$ cat config.mk
export PLATFORM = sky130hd
export DESIGN_NAME = thread_ready_queue_scheduler_unit_flat
export DESIGN_NICKNAME = d
export VERILOG_FILES = /design/src/trqs_pkg.sv /design/src/trqs_req_if.sv /design/src/trqs_rsp_if.sv /design/src/trqs_fifo.sv /design/src/trqs_sched.sv /design/src/thread_ready_queue_scheduler_unit.sv /design/src/flat_wrapper.sv
export SDC_FILE = /design/constraint.sdc
export NUM_CORES = 1
export LEC_CHECK = 0
export ABC_AREA = 1
export BUFFER_PORTS_ARGS = -buffer_cell sky130_fd_sc_hd__clkbuf_2
export CAP_MARGIN = 20
export CORE_UTILIZATION = 63
export DETAILED_ROUTE_END_ITERATION = 7
export GPL_ROUTABILITY_DRIVEN = 0
export PLACE_DENSITY = 0.8
export REMOVE_ABC_BUFFERS = 1
export SYNTH_ARGS = -nofsm -noshare
export SYNTH_HDL_FRONTEND = slang
export SYNTH_SLANG_ARGS = --single-unit
export TNS_END_PERCENT = 30
$ cat constraint.sdc
create_clock -name clk -period 4.05 [get_ports clk]
set_input_delay 0 -clock clk [delete_from_list [all_inputs] [get_ports clk]]
set_output_delay 0 -clock clk [all_outputs]
set_load 0.02 [all_outputs]
$ cat src/trqs_pkg.sv
// ----------------------------------------------------------------------------
// trqs_pkg: shared types for the thread ready-queue scheduler
// Opcodes, status codes, and the structs passed between scheduler blocks.
// ----------------------------------------------------------------------------
package trqs_pkg;

	typedef enum logic [2:0] {
		OP_START   = 3'd0,
		OP_CREATE  = 3'd1,
		OP_YIELD   = 3'd2,
		OP_BLOCK   = 3'd3,
		OP_FINISH  = 3'd4,
		OP_UNBLOCK = 3'd5
	} trqs_op_t;

	typedef enum logic [2:0] {
		ST_OK       = 3'd0,
		ST_ALL_DONE = 3'd1,
		ST_DEADLOCK = 3'd2,
		ST_BAD      = 3'd3,
		ST_NO_SLOT  = 3'd4,
		ST_HALTED   = 3'd5
	} trqs_status_t;

	// ready queue command from the scheduler core
	typedef struct packed {
		logic push;
		logic pop;
	} trqs_fifo_cmd_t;

	// one result transaction
	typedef struct packed {
		logic [2:0] status;
		logic [3:0] thread_id_res;
		logic       run_valid;
	} trqs_result_t;

endpackage

$ cat src/trqs_req_if.sv
// ----------------------------------------------------------------------------
// trqs_req_if: event request channel
// Valid/ready channel carrying one scheduler event per transaction.
// ----------------------------------------------------------------------------
interface trqs_req_if;
	logic       valid;
	logic       ready;
	logic [2:0] opcode;
	logic [3:0] thread_id;

	modport source (output valid, opcode, thread_id, input ready);
	modport sink   (input valid, opcode, thread_id, output ready);
endinterface

$ cat src/trqs_rsp_if.sv
// ----------------------------------------------------------------------------
// trqs_rsp_if: scheduler response channel
// Valid/ready channel carrying one result per event.
// ----------------------------------------------------------------------------
interface trqs_rsp_if;
	logic       valid;
	logic       ready;
	logic [2:0] status;
	logic [3:0] thread_id_res;
	logic       run_valid;

	modport source  (output valid, status, thread_id_res, run_valid, input ready);
	modport sink    (input valid, status, thread_id_res, run_valid, output ready);
	modport monitor (input valid, ready, status, thread_id_res, run_valid);
endinterface

$ cat src/trqs_fifo.sv
// ----------------------------------------------------------------------------
// trqs_fifo: ready queue
// Circular queue of slot numbers in a RAM; the read port always holds the
// current head, re-addressed each cycle from the next head pointer.
// ----------------------------------------------------------------------------
module trqs_fifo #(
	parameter int MAX_THREADS = 16,
	parameter int SW = $clog2(MAX_THREADS),
	parameter int CW = $clog2(MAX_THREADS + 1)
) (
	input  logic                     clk,
	input  logic                     arst_n,
	input  trqs_pkg::trqs_fifo_cmd_t cmd,
	input  logic [SW-1:0]            push_data,
	output logic [SW-1:0]            head_data,
	output logic [CW-1:0]            count
);
	import trqs_pkg::*;

	logic [SW-1:0] mem [MAX_THREADS];
	logic [SW-1:0] head_q;
	logic [CW-1:0] count_q;
	logic [SW-1:0] rd_q;
	logic [SW-1:0] head_inc;
	logic [SW-1:0] raddr;
	logic [SW-1:0] waddr;
	logic [SW:0]   tail_sum;
	logic          we;

	assign we       = cmd.push && (count_q != CW'(MAX_THREADS));
	assign head_inc = (head_q == SW'(MAX_THREADS - 1)) ? '0 : head_q + 1'b1;
	assign raddr    = cmd.pop ? head_inc : head_q;

	// tail = (head + count) mod depth; sum stays below twice the depth
	always_comb begin
		tail_sum = {1'b0, head_q} + (SW + 1)'(count_q);
		if (tail_sum >= (SW + 1)'(MAX_THREADS))
			tail_sum = tail_sum - (SW + 1)'(MAX_THREADS);
		waddr = tail_sum[SW-1:0];
	end

	// write-first read so a push into an empty queue shows up as the head
	always_ff @(posedge clk) begin
		if (we)
			mem[waddr] <= push_data;
		rd_q <= (we && (waddr == raddr)) ? push_data : mem[raddr];
	end

	// a pop on an empty queue consumes the entry pushed in the same cycle
	always_ff @(posedge clk or negedge arst_n) begin
		if (!arst_n) begin
			head_q  <= '0;
			count_q <= '0;
		end else begin
			head_q  <= raddr;
			count_q <= count_q + CW'(we)
				- CW'(cmd.pop && ((count_q != '0) || we));
		end
	end

	assign head_data = rd_q;
	assign count     = count_q;

endmodule

$ cat src/trqs_sched.sv
// ----------------------------------------------------------------------------
// trqs_sched: scheduler core
// Slot maps, running thread and halt flag; decodes one event per cycle while
// go is high, and drives the ready queue.
// ----------------------------------------------------------------------------
module trqs_sched #(
	parameter int MAX_THREADS = 16
) (
	input  logic                   clk,
	input  logic                   arst_n,
	input  logic                   go,
	input  logic [2:0]             opcode,
	input  logic [3:0]             thread_id,
	output trqs_pkg::trqs_result_t result
);
	import trqs_pkg::*;

	localparam int SW = $clog2(MAX_THREADS);
	localparam int CW = $clog2(MAX_THREADS + 1);
	localparam int XW = (SW > 4) ? SW : 4;

	logic [MAX_THREADS-1:0] used_q, used_n;
	logic [MAX_THREADS-1:0] blocked_q, blocked_n;
	logic [CW-1:0]          blk_cnt_q, blk_cnt_n;
	logic [SW-1:0]          run_slot_q, run_slot_n;
	logic                   run_v_q, run_v_n;
	logic                   halted_q, halted_n;

	trqs_fifo_cmd_t cmd;
	logic [SW-1:0]  push_data;
	logic [SW-1:0]  head_data;
	logic [CW-1:0]  count;

	logic           free_found;
	logic [SW-1:0]  free_slot;
	logic [XW-1:0]  tid_x;
	logic [SW-1:0]  tid_slot;
	logic           tid_ok;
	logic           do_disp;
	logic           created;
	trqs_status_t   status;
	logic [SW-1:0]  res_slot;
	logic [SW+3:0]  res_wide;

	trqs_fifo #(
		.MAX_THREADS(MAX_THREADS),
		.SW         (SW),
		.CW         (CW)
	) u_fifo (
		.clk      (clk),
		.arst_n   (arst_n),
		.cmd      (cmd),
		.push_data(push_data),
		.head_data(head_data),
		.count    (count)
	);

	// lowest free slot
	always_comb begin
		free_found = 1'b0;
		free_slot  = '0;
		for (int i = MAX_THREADS - 1; i >= 0; i--) begin
			if (!used_q[i]) begin
				free_found = 1'b1;
				free_slot  = SW'(i);
			end
		end
	end

	assign tid_x    = XW'(thread_id);
	assign tid_slot = tid_x[SW-1:0];
	assign tid_ok   = {1'b0, tid_x} < (XW + 1)'(MAX_THREADS);

	always_comb begin
		used_n     = used_q;
		blocked_n  = blocked_q;
		blk_cnt_n  = blk_cnt_q;
		run_slot_n = run_slot_q;
		run_v_n    = run_v_q;
		halted_n   = halted_q;
		cmd        = '0;
		push_data  = '0;
		do_disp    = 1'b0;
		created    = 1'b0;
		status     = ST_BAD;

		if (halted_q) begin
			status = ST_HALTED;
		end else begin
			unique case (trqs_op_t'(opcode))
				OP_START: begin
					if (!run_v_q)
						do_disp = 1'b1;
				end
				OP_CREATE: begin
					if (free_found) begin
						used_n[free_slot]    = 1'b1;
						blocked_n[free_slot] = 1'b0;
						cmd.push             = 1'b1;
						push_data            = free_slot;
						created              = 1'b1;
						status               = ST_OK;
					end else begin
						status = ST_NO_SLOT;
					end
				end
				OP_YIELD: begin
					if (run_v_q) begin
						cmd.push  = 1'b1;
						push_data = run_slot_q;
						do_disp   = 1'b1;
					end
				end
				OP_BLOCK: begin
					if (run_v_q) begin
						blocked_n[run_slot_q] = 1'b1;
						blk_cnt_n             = blk_cnt_q + 1'b1;
						do_disp               = 1'b1;
					end
				end
				OP_FINISH: begin
					if (run_v_q) begin
						used_n[run_slot_q]    = 1'b0;
						blocked_n[run_slot_q] = 1'b0;
						do_disp               = 1'b1;
					end
				end
				OP_UNBLOCK: begin
					if (tid_ok && used_q[tid_slot] && blocked_q[tid_slot]) begin
						blocked_n[tid_slot] = 1'b0;
						blk_cnt_n           = blk_cnt_q - 1'b1;
						cmd.push            = 1'b1;
						push_data           = tid_slot;
						status              = ST_OK;
					end
				end
				default: ;
			endcase

			if (do_disp) begin
				if ((count == '0) && !cmd.push) begin
					halted_n   = 1'b1;
					run_v_n    = 1'b0;
					run_slot_n = '0;
					status     = (blk_cnt_n != '0) ? ST_DEADLOCK : ST_ALL_DONE;
				end else begin
					// yield on an empty queue hands the pushed slot straight back
					cmd.pop    = 1'b1;
					run_slot_n = (count == '0) ? push_data : head_data;
					run_v_n    = 1'b1;
					status     = ST_OK;
				end
			end
		end

		if (!go)
			cmd = '0;
	end

	always_comb begin
		if (halted_q)
			res_slot = '0;
		else if (created)
			res_slot = free_slot;
		else
			res_slot = run_v_n ? run_slot_n : '0;
		res_wide = {4'b0000, res_slot};
	end

	assign result.status        = status;
	assign result.thread_id_res = res_wide[3:0];
	assign result.run_valid     = halted_q ? 1'b0 : run_v_n;

	always_ff @(posedge clk or negedge arst_n) begin
		if (!arst_n) begin
			used_q     <= '0;
			blocked_q  <= '0;
			blk_cnt_q  <= '0;
			run_slot_q <= '0;
			run_v_q    <= 1'b0;
			halted_q   <= 1'b0;
		end else if (go) begin
			used_q     <= used_n;
			blocked_q  <= blocked_n;
			blk_cnt_q  <= blk_cnt_n;
			run_slot_q <= run_slot_n;
			run_v_q    <= run_v_n;
			halted_q   <= halted_n;
		end
	end

endmodule

$ cat src/thread_ready_queue_scheduler_unit.sv
// ----------------------------------------------------------------------------
// thread_ready_queue_scheduler_unit: hardware thread scheduler
// Event-driven scheduler over MAX_THREADS slots with a FIFO ready queue.
// ----------------------------------------------------------------------------
// Usage:
//   req carries one event per transaction (opcode, thread_id); rsp returns
//   exactly one result per event (status, thread_id_res, run_valid), in order.
//   An event lands in an input register, is decoded from there against the
//   slot maps and the ready queue, and its result sits in an output register.
//   Throughput is one event per cycle while rsp does not stall; the ready
//   queue RAM read port is re-addressed every cycle so the head is always at
//   hand for a dispatch.
//   If rsp stalls, the result holds and one more event waits in the input
//   register; req.ready drops only when both are full.
//   Reset clears all slot maps, the queue pointers, the running thread and
//   the halt flag; queue RAM contents are left as they are. After all-done or
//   deadlock every event answers halted until the next reset.
// ----------------------------------------------------------------------------
module thread_ready_queue_scheduler_unit #(
	parameter int MAX_THREADS = 16
) (
	input logic        clk,
	input logic        arst_n,
	trqs_req_if.sink   req,
	trqs_rsp_if.source rsp
);
	import trqs_pkg::*;

	logic         v_s1;
	logic [2:0]   opcode_s1;
	logic [3:0]   thread_id_s1;
	logic         v_s2;
	trqs_result_t res_s2;
	trqs_result_t result;
	logic         adv;
	logic         go;

	assign adv       = !v_s2 || rsp.ready;
	assign go        = v_s1 && adv;
	assign req.ready = !v_s1 || adv;

	always_ff @(posedge clk or negedge arst_n) begin
		if (!arst_n) begin
			v_s1 <= 1'b0;
			v_s2 <= 1'b0;
		end else begin
			if (req.ready)
				v_s1 <= req.valid;
			if (adv)
				v_s2 <= v_s1;
		end
	end

	always_ff @(posedge clk) begin
		if (req.valid && req.ready) begin
			opcode_s1    <= req.opcode;
			thread_id_s1 <= req.thread_id;
		end
		if (go)
			res_s2 <= result;
	end

	trqs_sched #(
		.MAX_THREADS(MAX_THREADS)
	) u_sched (
		.clk      (clk),
		.arst_n   (arst_n),
		.go       (go),
		.opcode   (opcode_s1),
		.thread_id(thread_id_s1),
		.result   (result)
	);

	assign rsp.valid         = v_s2;
	assign rsp.status        = res_s2.status;
	assign rsp.thread_id_res = res_s2.thread_id_res;
	assign rsp.run_valid     = res_s2.run_valid;

endmodule

$ cat src/flat_wrapper.sv
// flat-port wrapper written by rule: the top's interface ports become plain ports
module thread_ready_queue_scheduler_unit_flat import trqs_pkg::*;
#(
	parameter int MAX_THREADS = 16
)
  (clk, arst_n, req_valid, req_opcode, req_thread_id, req_ready, rsp_valid, rsp_status, rsp_thread_id_res, rsp_run_valid, rsp_ready);
  trqs_req_if req_i ();
  trqs_rsp_if rsp_i ();
  input logic clk;
  input logic arst_n;
  input wire logic [$bits(req_i.valid)-1:0] req_valid;
  input wire logic [$bits(req_i.opcode)-1:0] req_opcode;
  input wire logic [$bits(req_i.thread_id)-1:0] req_thread_id;
  output wire logic [$bits(req_i.ready)-1:0] req_ready;
  output wire logic [$bits(rsp_i.valid)-1:0] rsp_valid;
  output wire logic [$bits(rsp_i.status)-1:0] rsp_status;
  output wire logic [$bits(rsp_i.thread_id_res)-1:0] rsp_thread_id_res;
  output wire logic [$bits(rsp_i.run_valid)-1:0] rsp_run_valid;
  input wire logic [$bits(rsp_i.ready)-1:0] rsp_ready;
  assign req_i.valid = req_valid;
  assign req_i.opcode = req_opcode;
  assign req_i.thread_id = req_thread_id;
  assign req_ready = req_i.ready;
  assign rsp_valid = rsp_i.valid;
  assign rsp_status = rsp_i.status;
  assign rsp_thread_id_res = rsp_i.thread_id_res;
  assign rsp_run_valid = rsp_i.run_valid;
  assign rsp_i.ready = rsp_ready;
  thread_ready_queue_scheduler_unit #(.MAX_THREADS(MAX_THREADS)) u_core (.clk(clk), .arst_n(arst_n), .req(req_i), .rsp(rsp_i));
endmodule
# [After elaboration in Yosys (flattened, before gate mapping)]
# Memories as Yosys holds them, arrays and structs flattened. A register that Yosys moved wholly into a read port is not among the register bits.
# Cells that the tools add are included.
[op_classes] add_sub_neg=7 magnitude_cmp=7 n_eq_ne=11 n_mux=95 bitwise=10 reduce_logical=25
[ops] op="two-way mux 4 bit" count=29
[ops] op="two-way mux 16 bit" count=6
[ops] op="bitwise AND 16 bit" count=4
[ops] op="case mux 16 bit (4 select lines)" count=1
[ops] op="NOT 16 bit" count=3
[ops] op="two-way mux 1 bit" count=38
[ops] op="OR 16 bit" count=2
[ops] op="case mux 16 bit (2 select lines)" count=1
[ops] op="< comparator 4 x 5 -> 1 bit (second input constant)" count=3
[ops] op="two-way mux 5 bit" count=3
[ops] op="demux 1 bit (select 4 bit)" count=3
[ops] op=">= comparator 4 x 1 -> 1 bit (second input constant)" count=3
[ops] op="case mux 4 bit (3 select lines)" count=1
[ops] op="two-way mux 2 bit" count=5
[ops] op="case mux 5 bit (2 select lines)" count=1
[ops] op="nonzero test 5 bit" count=2
[ops] op="logical AND 1 bit" count=9
[ops] op="binary-select mux 1 bit (select 4 bit)" count=2
[ops] op="inequality test 2 bit (second input constant)" count=4
[ops] op="AND reduction 7 bit" count=1
[ops] op="== test 3 x 2 -> 1 bit (second input constant)" count=2
[ops] op="== test 3 bit (second input constant)" count=2
[ops] op="two-way mux 3 bit" count=2
[ops] op="case mux 3 bit (2 select lines)" count=1
[ops] op="other kinds (23)" count=27
[word_totals] ff_bits=69 ramBits=64 inputBits=11 out_inout_bits=10 elab_cells=171 mem_count=1
[mem_list] memory="u_core.u_sched.u_fifo.mem" words=16 word_bits=4 rd=1 rd_clocked_by_memory_dff=1 write_ports=1 line_no="trqs_fifo.sv:20" text="logic [SW-1:0] mem [MAX_THREADS];"

# [Depth between registers and ports, before layout]
# Gate-level depths: netlist of run 1.
[depth] word_depth=29 ltp_mapped=21 ltp_nobuf=21

# [By module]
# From an unflattened synthesis of run 1, not the netlist that was laid out.
[unflattened] hier_cells=928 area_unflattened_um2=7722.4
[by_module_without_submodules] mod="trqs_fifo" instances=1 cells_per_inst=354 area_per_inst_um2=3594.7
[by_module_without_submodules] mod="trqs_sched" instances=1 cells_per_inst=547 area_per_inst_um2=3582.2
[by_module_without_submodules] mod="thread_ready_queue_scheduler_unit" instances=1 cells_per_inst=27 area_per_inst_um2=545.5

# [Worst setup path before layout of run 1]
# No wires, ideal clock.
[synth_timing] path_kind="register -> register" from="reg u_core.thread_id_s1[1]" to="reg u_core.u_sched.u_fifo.count_q[4], in the netlist u_core.u_sched.u_fifo.count[4]" arrival_ns=2.867 required_time_ns=3.971 slack_ns=1.104 path_stages_with_launch=22 n_path_buf=1 path_cell_list="edfxtp_1 nand2_1 inv_2 buf_6 a22oi_1 nand2_1 nand2_1 nand2_1 inv_2 nand2_4 nand3_2 nand3_4 nand3_1 inv_2 ha_1 inv_1 ha_1 fa_1 a21oi_1 nor2_1 nor2_1 xor2_1"
[synth_via] elab_chain_cells=14 word_cells_on_any_way=19 classes_between="add/sub (2); mux (11); reduce/logical (6)"
[synth_lines] item="start, declared" line_no="thread_ready_queue_scheduler_unit.sv:31" text="logic [3:0] thread_id_s1;"
[synth_lines] item="start signal, assigned" line_no="thread_ready_queue_scheduler_unit.sv:57" text="thread_id_s1 <= req.thread_id;"
[synth_lines] item="binary-select mux 1 bit (select 4 bit)" line_no="trqs_sched.sv:129" text="if (tid_ok && used_q[tid_slot] && blocked_q[tid_slot]) begin"
[synth_lines] item="two-way mux 1 bit (implied by the code)" line_no="trqs_sched.sv:129"
[synth_lines] item="logical AND 1 bit *" line_no="trqs_sched.sv:129"
[synth_lines] item="two-way mux 1 bit *" line_no="trqs_sched.sv:129"
[synth_lines] item="case mux 1 bit (3 select lines) *" line_no="trqs_sched.sv:90" text="unique case (trqs_op_t'(opcode))"
[synth_lines] item="two-way mux 1 bit *" line_no="trqs_sched.sv:87" text="if (halted_q) begin"
[synth_lines] item="zero test 1 bit" line_no="trqs_sched.sv:141" text="if ((count == '0) && !cmd.push) begin"
[synth_lines] item="logical AND 1 bit" line_no="trqs_sched.sv:141"
[synth_lines] item="two-way mux 1 bit" line_no="trqs_sched.sv:141"
[synth_lines] item="two-way mux 1 bit" line_no="trqs_sched.sv:140" text="if (do_disp) begin"
[synth_lines] item="two-way mux 2 bit *" line_no="trqs_sched.sv:87"
[synth_lines] item="two-way mux 2 bit *" line_no="trqs_sched.sv:156" text="if (!go)"
[synth_lines] item="branches (longest 1 deep; another with adder 5 x 1 -> 5 bit)"
[synth_lines] item="subtractor 5 x 1 -> 5 bit *" line_no="trqs_fifo.sv:57" text="- CW'(cmd.pop && ((count_q != '0) || we));"
[synth_lines] item="end signal, assigned" line_no="trqs_fifo.sv:56" text="count_q <= count_q + CW'(we)"
[synth_lines] item="end, declared" line_no="trqs_fifo.sv:22" text="logic [CW-1:0] count_q;"
# Mark *: on every way between the ends. The select of a mux whose other input is x is not followed.
# A chain may end at the register's enable or synchronous reset.

# [Final worst setup path of run 1]
[layout_timing] from="reg u_core.thread_id_s1[0]" to="reg u_core.u_sched.u_fifo.count_q[4], in the netlist u_core.u_sched.u_fifo.count[4]"
# Same word-level chain as after synthesis.

==> results.sh, run 1 <==
export IMPL_cts_hold_buf=10
export IMPL_cellPowerDensity_nw_per_um2=420
export IMPL_ios=21
export IMPL_worstPathCellList="nor2_2 -> a22oi_1 -> nand2_1 -> nand2_1 -> nand2_1 -> inv_2 -> nand2_4 -> nand3_2 -> nand3_4 -> nand3_1 -> inv_2 -> ha_1 -> inv_1 -> ha_1 -> fa_1 -> a21oi_1 -> nor2_1 -> nor2_1 -> xor2_1"
export IMPL_met2_usage=0.563
export IMPL_rr_worst_depth=19
export IMPL_period_needed_ns=3.50
export IMPL_core_sq_um=11400
export IMPL_cp_num_buf_inv=3
export IMPL_irDropWorstVdd_uv=283
export IMPL_cp_num_cells=19
export IMPL_syn_area_per_cell_sq_um=8.87
export IMPL_hold_viol_final=0
export IMPL_drtIter0Drc=755
export IMPL_fin_ws_ns=0.551
export IMPL_syn_inst=835
export IMPL_maxCapViolCount=0
export IMPL_crit_path_frequent_cell="nand2_1"
export IMPL_final_net_count=894
export IMPL_cpPeakStageDelay_ns=0.51
export IMPL_synth_edff_count=79
export IMPL_required_ns=4.39
export IMPL_netlist_area_sq_um=7410
export IMPL_cts_num_sinks=137
export IMPL_area_delta_synth_final_pct=12.5
export IMPL_clock_latency_ns=0.42
export IMPL_synth_cell_types=53
export IMPL_antenna_found_initial=0
export IMPL_yosys_area_top_type_share=0.320
export IMPL_first_global_vias=6381
export IMPL_rrSetupSlack_ns=0.55
export IMPL_critPathTopFamily="simple AND/OR/NAND/NOR gates"
export IMPL_tightest_slew_ns=0.770
export IMPL_slew_violations=0
export IMPL_fp_row_count=39
export IMPL_reg2reg_from="u_core.thread_id_s1[0]"
export IMPL_routed_wirelength_microns=18800
export IMPL_crit_slowest_cell="nor2_2"
export IMPL_r2r_end="u_core.u_sched.u_fifo.count[4]"
export IMPL_rsz0062_at_grt="no"
export IMPL_antenna_diode_count=0
export IMPL_tns_ns=0
export IMPL_crit_arrival_ns=3.84
export IMPL_globalRouteOverflowTotal=0
export IMPL_vias=6422
export IMPL_n_fill_cell=830
export IMPL_port_buffers=20
export IMPL_clkTransAtPathRegs_ns=0.06
export IMPL_cts_root_buf="clkbuf_16"
export IMPL_ys_seq_area_frac=0.513
export IMPL_top_usage_layer="met2"
export IMPL_synth_area_leaders="edfxtp_1, dfrtp_1, nand2_1"
export IMPL_ys_ff_latch=137
export IMPL_synth_common_cells="nand2_1, nor2_1, o21ai_0, edfxtp_1, inv_1"
export IMPL_final_setup_viol_count=0
export IMPL_grt_pass1_wl_microns=31500
export IMPL_start_util=0.649
export IMPL_wl_per_cell_microns=18.4
export IMPL_grt_use_met1=0.406
export IMPL_drive_gt1_frac=0.137
export IMPL_grt_max_degree=55
export IMPL_htree_levels=4
export IMPL_fmax_mhz=286
export IMPL_first_pass_iters=6
export IMPL_multi_input_area_sq_um=3150
export IMPL_hold_path_class="input pin to async pin"
export IMPL_synth_area_leader_cell="edfxtp_1"
export IMPL_yosys_most_used_dff="edfxtp_1"
export IMPL_critical_path_class="register to register"
export IMPL_power_leakage_nw=3.54
export IMPL_dieWidth_microns=110
export IMPL_crit_path_end_kind="register"
export IMPL_async_reset_ff_frac=0.394
export IMPL_grtUsageMet3=0.0675
export IMPL_clock_path_buffers=2
export IMPL_crit_fanout=12
export IMPL_post_place_ws_ns=0.631
export IMPL_post_cts_setup_buffers=0
export IMPL_start_kind="register"
export IMPL_status="finished clean"
export IMPL_ant_nets=0
export IMPL_cts_tree="built"
export IMPL_synth_most_common_cell="nand2_1"
export IMPL_numCtsBuffers=17
export IMPL_slew_headroom=0.486
export IMPL_hpwlAfterDp_microns=13200
export IMPL_viasPerCell=6.27
export IMPL_grt_total_usage=0.331
export IMPL_die_area_sq_um=12200
export IMPL_die_h_microns=110
export IMPL_ys_warn_count=0
export IMPL_cts_repair_resize_count=0
export IMPL_fin_crit_sh=0.864
export IMPL_finalClockSkew_ns=0.00894
export IMPL_final_seq_area_sq_um=3800
export IMPL_drcViolationCount=0
per-layer routing:
layer	vias up	share of wire
met5	-	0
met4	0	0.044
met3	87	0.086
met2	412	0.50
met1	2996	0.37
li1	2927	-
worst max path at each step:
| stage | end | slack, ns | start |
|---|---|---|---|
| finish | u_core.u_sched.u_fifo.count[4] | 0.55 | u_core.thread_id_s1[0] |
| floorplan | u_core.u_sched.u_fifo.count[4] | 0.97 | u_core.opcode_s1[2] |
| CTS | u_core.u_sched.u_fifo.count[4] | 0.60 | u_core.thread_id_s1[1] |
| detailed placement | u_core.u_sched.u_fifo.count[4] | 0.63 | u_core.thread_id_s1[1] |
| global placement | u_core.u_sched.u_fifo.count[4] | 0.80 | u_core.thread_id_s1[1] |
| global route | u_core.u_sched.u_fifo.count[4] | 0.23 | u_core.thread_id_s1[1] |
per-stage QoR:
step / instances / power, mW / hold slack (ns) / util / instance area (sq um)
after floorplan: 812 / 1.79 / -0.296 / - / 7280
after global placement: 983 / 1.90 / 0.169 / 0.668 / 7620
after detailed placement: 983 / 1.90 / 0.179 / 0.668 / 7620
after CTS: 1025 / 3.48 / 0.274 / 0.730 / 8330
after global routing: 1025 / 3.60 / 0.304 / 0.730 / 8330
final: 1025 / 3.50 / 0.249 / 0.730 / 8330
placed cells by master (no fill, tap or decap), drive strengths merged, types with 14 or more instances in the layout:
cell / count
a22oi: 16
a21boi: 14
clkbuf: 41
o21ai: 88
dfrtp: 54
inv: 88
a21oi: 26
nand2: 191
nor2: 107
nand3: 52
edfxtp: 79
registers in the layout, indices dropped and copies added, names as in the netlist, named ones only:
name                          cells
u_core.u_sched.u_fifo.mem        64
u_core.u_sched.blocked_q         16
u_core.u_sched.used_q            16
u_core.u_sched.blk_cnt_q          5
u_core.u_sched.u_fifo.count       5
u_core.rsp.thread_id_res          4
u_core.thread_id_s1               4
u_core.u_sched.run_slot_q         4
u_core.u_sched.u_fifo.head_q      4
u_core.opcode_s1                  3
u_core.rsp.status                 3
u_core.rsp.run_valid              1
u_core.rsp.valid                  1
u_core.u_sched.halted_q           1
u_core.u_sched.run_v_q            1
u_core.v_s1                       1
report_power, final:
part | switching [mW] | total (mW) | internal (mW)
Clock | 0.578 | 1.59 | 1.01
Sequential | 0.0468 | 1.55 | 1.51
Combinational | 0.271 | 0.355 | 0.0843
cell families after synthesis:
group,share of synthesized area
adder cells (fa/ha/maj),0.0257
AND/OR/NAND/NOR,0.221
XOR/XNOR,0.0118
buffers and inverters,0.0613
flip-flops,0.513
AO/OA/AOI/OAI,0.167
worst register-to-register path: stages, from the launching register on:
cell	delay, ns
edfxtp_1	0.48
nor2_2	0.51
a22oi_1	0.22
nand2_1	0.10
nand2_1	0.05
nand2_1	0.07
inv_2	0.04
nand2_4	0.10
nand3_2	0.13
nand3_4	0.11
nand3_1	0.15
inv_2	0.16
ha_1	0.14
inv_1	0.04
ha_1	0.21
fa_1	0.44
a21oi_1	0.14
nor2_1	0.05
nor2_1	0.10
xor2_1	0.15
layout make-up:
class | count | area share
Tap cell | 143 | 0.0215
Sequential cell | 137 | 0.456
Clock inverter | 11 | 0.0170
Clock buffer | 21 | 0.0564
Multi-Input combinational cell | 588 | 0.378
Inverter | 87 | 0.0395
Timing Repair Buffer | 38 | 0.0312
(Power assumes the default switching activity.)
==> run 2, diff against run 1 <==
ABC_AREA = default   (was 1)
CORE_UTILIZATION = 62   (was 63)
PLACE_DENSITY = 0.79   (was 0.8)
clock period = 3.9 ns   (was 4.05 ns; I/O delays follow)
==> run 2 against run 1 <==
Effect of this change: combinational power down 71%; largest cell class unchanged; non-clock buffer count grew 14; die area fell by 3.9%; critical path depth down 5; maximum frequency down 5.4%; sequential power hardly changed; highest routed layer unchanged; clock skew grew 0.0023 ns; clock power about the same; power fell by 6.9%; register-to-register slack got worse by 0.35 ns.
==> results.sh, run 2 <==
export IMPL_rr_worst_depth=14
export IMPL_final_common_cell="edfxtp_1"
export IMPL_start_kind="register"
export IMPL_synth_common_cells="edfxtp_1, nor2_1, dfrtp_1, nand2_1, a21oi_1"
export IMPL_top_register="u_core.u_sched.u_fifo.mem"
export IMPL_synth_edff_count=79
export IMPL_first_pass_iters=5
export IMPL_power_frac_clock=0.492
export IMPL_hpwlAfterDp_microns=12200
export IMPL_ios=21
export IMPL_pwr_share_seq=0.476
export IMPL_slew_violations=0
export IMPL_dieWidth_microns=108
export IMPL_cts_tree="built"
export IMPL_ys_seq_area_frac=0.543
export IMPL_synth_most_common_cell="edfxtp_1"
export IMPL_htree_levels=4
export IMPL_vias=5470
export IMPL_cp_num_buf_inv=1
export IMPL_p_sw_mw=0.731
export IMPL_globalRouteOverflowTotal=0
export IMPL_cpPeakStageDelay_ns=0.49
export IMPL_synth_area_leader_cell="edfxtp_1"
export IMPL_wl_per_cell_microns=22.6
export IMPL_tightest_slew_ns=1.06
export IMPL_largestRegisters="u_core.u_sched.u_fifo.mem: 64 flops, u_core.u_sched.blocked_q: 16 flops, u_core.u_sched.used_q: 16 flops"
export IMPL_yosys_most_used_dff="edfxtp_1"
export IMPL_maxCapViolCount=0
export IMPL_async_reset_ff_frac=0.394
export IMPL_cts_root_buf="clkbuf_16"
export IMPL_final_setup_viol_count=0
export IMPL_finalClockSkew_ns=0.0113
export IMPL_cp_num_cells=14
export IMPL_ys_warn_count=0
export IMPL_fin_crit_sh=0.948
export IMPL_post_cts_setup_buffers=0
export IMPL_largest_reg_flops=64
export IMPL_cellPowerDensity_nw_per_um2=409
export IMPL_post_place_ws_ns=0.322
export IMPL_grt_max_degree=55
export IMPL_ant_nets=0
export IMPL_viasPerCell=6.72
export IMPL_drive_gt1_frac=0.157
export IMPL_clock_latency_ns=0.43
export IMPL_yosys_area_top_type_share=0.339
export IMPL_intPower_mw=2.53
export IMPL_netlist_area_sq_um=7000
export IMPL_synth_area_leaders="edfxtp_1, dfrtp_1, mux4_2"
export IMPL_syn_area_per_cell_sq_um=11.2
export IMPL_irDropWorstVdd_uv=389
export IMPL_critical_path_class="register to register"
export IMPL_power_leakage_nw=3.12
export IMPL_period_needed_ns=3.70
export IMPL_antenna_diode_count=0
export IMPL_core_sq_um=10900
export IMPL_final_cell_mix="edfxtp_1, nor2_1, dfrtp_1"
export IMPL_worstPathCellList="and4b_1 -> o41ai_1 -> o211ai_1 -> and3_1 -> nand3b_4 -> and2_0 -> ha_1 -> inv_1 -> ha_1 -> fa_1 -> a21oi_1 -> nor2_1 -> nor2_1 -> xnor2_1"
export IMPL_die_area_sq_um=11700
export IMPL_combPwrFrac=0.032
export IMPL_syn_inst=626
export IMPL_final_net_count=686
export IMPL_numCtsBuffers=17
export IMPL_antenna_found_initial=0
export IMPL_required_ns=4.25
export IMPL_area_delta_synth_final_pct=13.9
export IMPL_rsz0062_at_grt="no"
export IMPL_crit_arrival_ns=4.05
export IMPL_hold_viol_final=0
export IMPL_drcViolationCount=0
export IMPL_drtIter0Drc=546
export IMPL_critPathTopFamily="simple AND/OR/NAND/NOR gates"
export IMPL_grt_pass1_wl_microns=29200
export IMPL_port_buffers=20
export IMPL_fin_ws_ns=0.203
export IMPL_slew_headroom=0.289
export IMPL_hold_path_class="input pin to async pin"
export IMPL_fmax_mhz=270
export IMPL_start_util=0.640
export IMPL_ys_ff_latch=137
export IMPL_tns_ns=0
export IMPL_first_global_vias=5531
export IMPL_p_sw_frac=0.224
export IMPL_grt_total_usage=0.342
export IMPL_clkTransAtPathRegs_ns=0.06
export IMPL_routed_wirelength_microns=18400
export IMPL_cts_num_sinks=137
export IMPL_clock_path_buffers=2
export IMPL_crit_fanout=8
export IMPL_crit_path_end_kind="register"
export IMPL_crit_slowest_cell="edfxtp_1"
export IMPL_status="finished clean"
export IMPL_fp_row_count=38
export IMPL_die_h_microns=108
export IMPL_synth_cell_types=67
[run 2: power groups by stage]
stage | logic [mW] | registers [mW] | clock network, mW
3_5_place_dp | 0.0921 | 1.58 | 0
3_3_place_gp | 0.0909 | 1.58 | 0
6_report | 0.104 | 1.55 | 1.61
2_1_floorplan | 0.0419 | 1.58 | 0
5_1_grt | 0.112 | 1.55 | 1.67
4_1_cts | 0.102 | 1.55 | 1.60
[run 2: tightest hold or removal path: stages]
cell and delay [ns]:
dlygate4sd3_1 0.52, clkbuf_2 0.09, buf_4 0.55
[run 2: cell type report]
class,instances,area [sq um]
Sequential cell,137,3800
Multi-Input combinational cell,435,2970
Fill cell,722,2960
Clock buffer,18,429
Timing Repair Buffer,52,368
Tap cell,140,175
Clock inverter,14,160
Inverter,18,67.6
[run 2: final timing paths]
path | from | end | slack, ns
max | u_core.thread_id_s1[1] | u_core.u_sched.u_fifo.count[4] | 0.20
min | arst_n | u_core.u_sched.blocked_q[9] | 0.25
min in group clk | req_thread_id[2] | u_core.thread_id_s1[2] | 0.29
min reg2reg | u_core.v_s1 | u_core.rsp.valid | 0.50
max in group asynchronous | arst_n | u_core.u_sched.blocked_q[7] | 3.20
max reg2reg | u_core.thread_id_s1[1] | u_core.u_sched.u_fifo.count[4] | 0.20
[run 2: metal layers]
layer / track usage / wire length [microns] / part of all wire
met5: 0 / 0 / 0
met4: 0.161 / 675 / 0.037
met3: 0.0892 / 1850 / 0.10
met2: 0.572 / 9150 / 0.50
met1: 0.416 / 6720 / 0.37
[run 2: kinds of logic (layout without fill, tap and decap cells)]
logic type      Yosys count  after routing  share of synthesized area
compound gates          165            165                      0.149
xor+xnor                 15             15                     0.0188
fa+ha+maj                14             14                     0.0272
buf+inv                  54            102                     0.0323
flops                   137            137                      0.543
mux                      28             28                     0.0786
simple gates            213            213                      0.150
[run 2: timing repair]
| action | in CTS | in global routing |
|---|---|---|
| resized for setup | 0 | 0 |
| hold buffers | 11 | 0 |
| endpoints found under the hold margin | 63 | 0 |
[run 2: per-stage QoR]
| stage | std cells | hold slack [ns] | utilization | power [mW] | cell area [sq um] |
|---|---|---|---|---|---|
| 2_1_floorplan | 590 | -0.296 | - | 1.63 | 6840 |
| 3_3_place_gp | 770 | 0.164 | 0.665 | 1.67 | 7270 |
| 3_5_place_dp | 770 | 0.170 | 0.665 | 1.67 | 7270 |
| 4_1_cts | 813 | 0.266 | 0.728 | 3.25 | 7970 |
| 5_1_grt | 814 | 0.293 | 0.729 | 3.34 | 7970 |
| 6_report | 814 | 0.248 | 0.729 | 3.26 | 7970 |
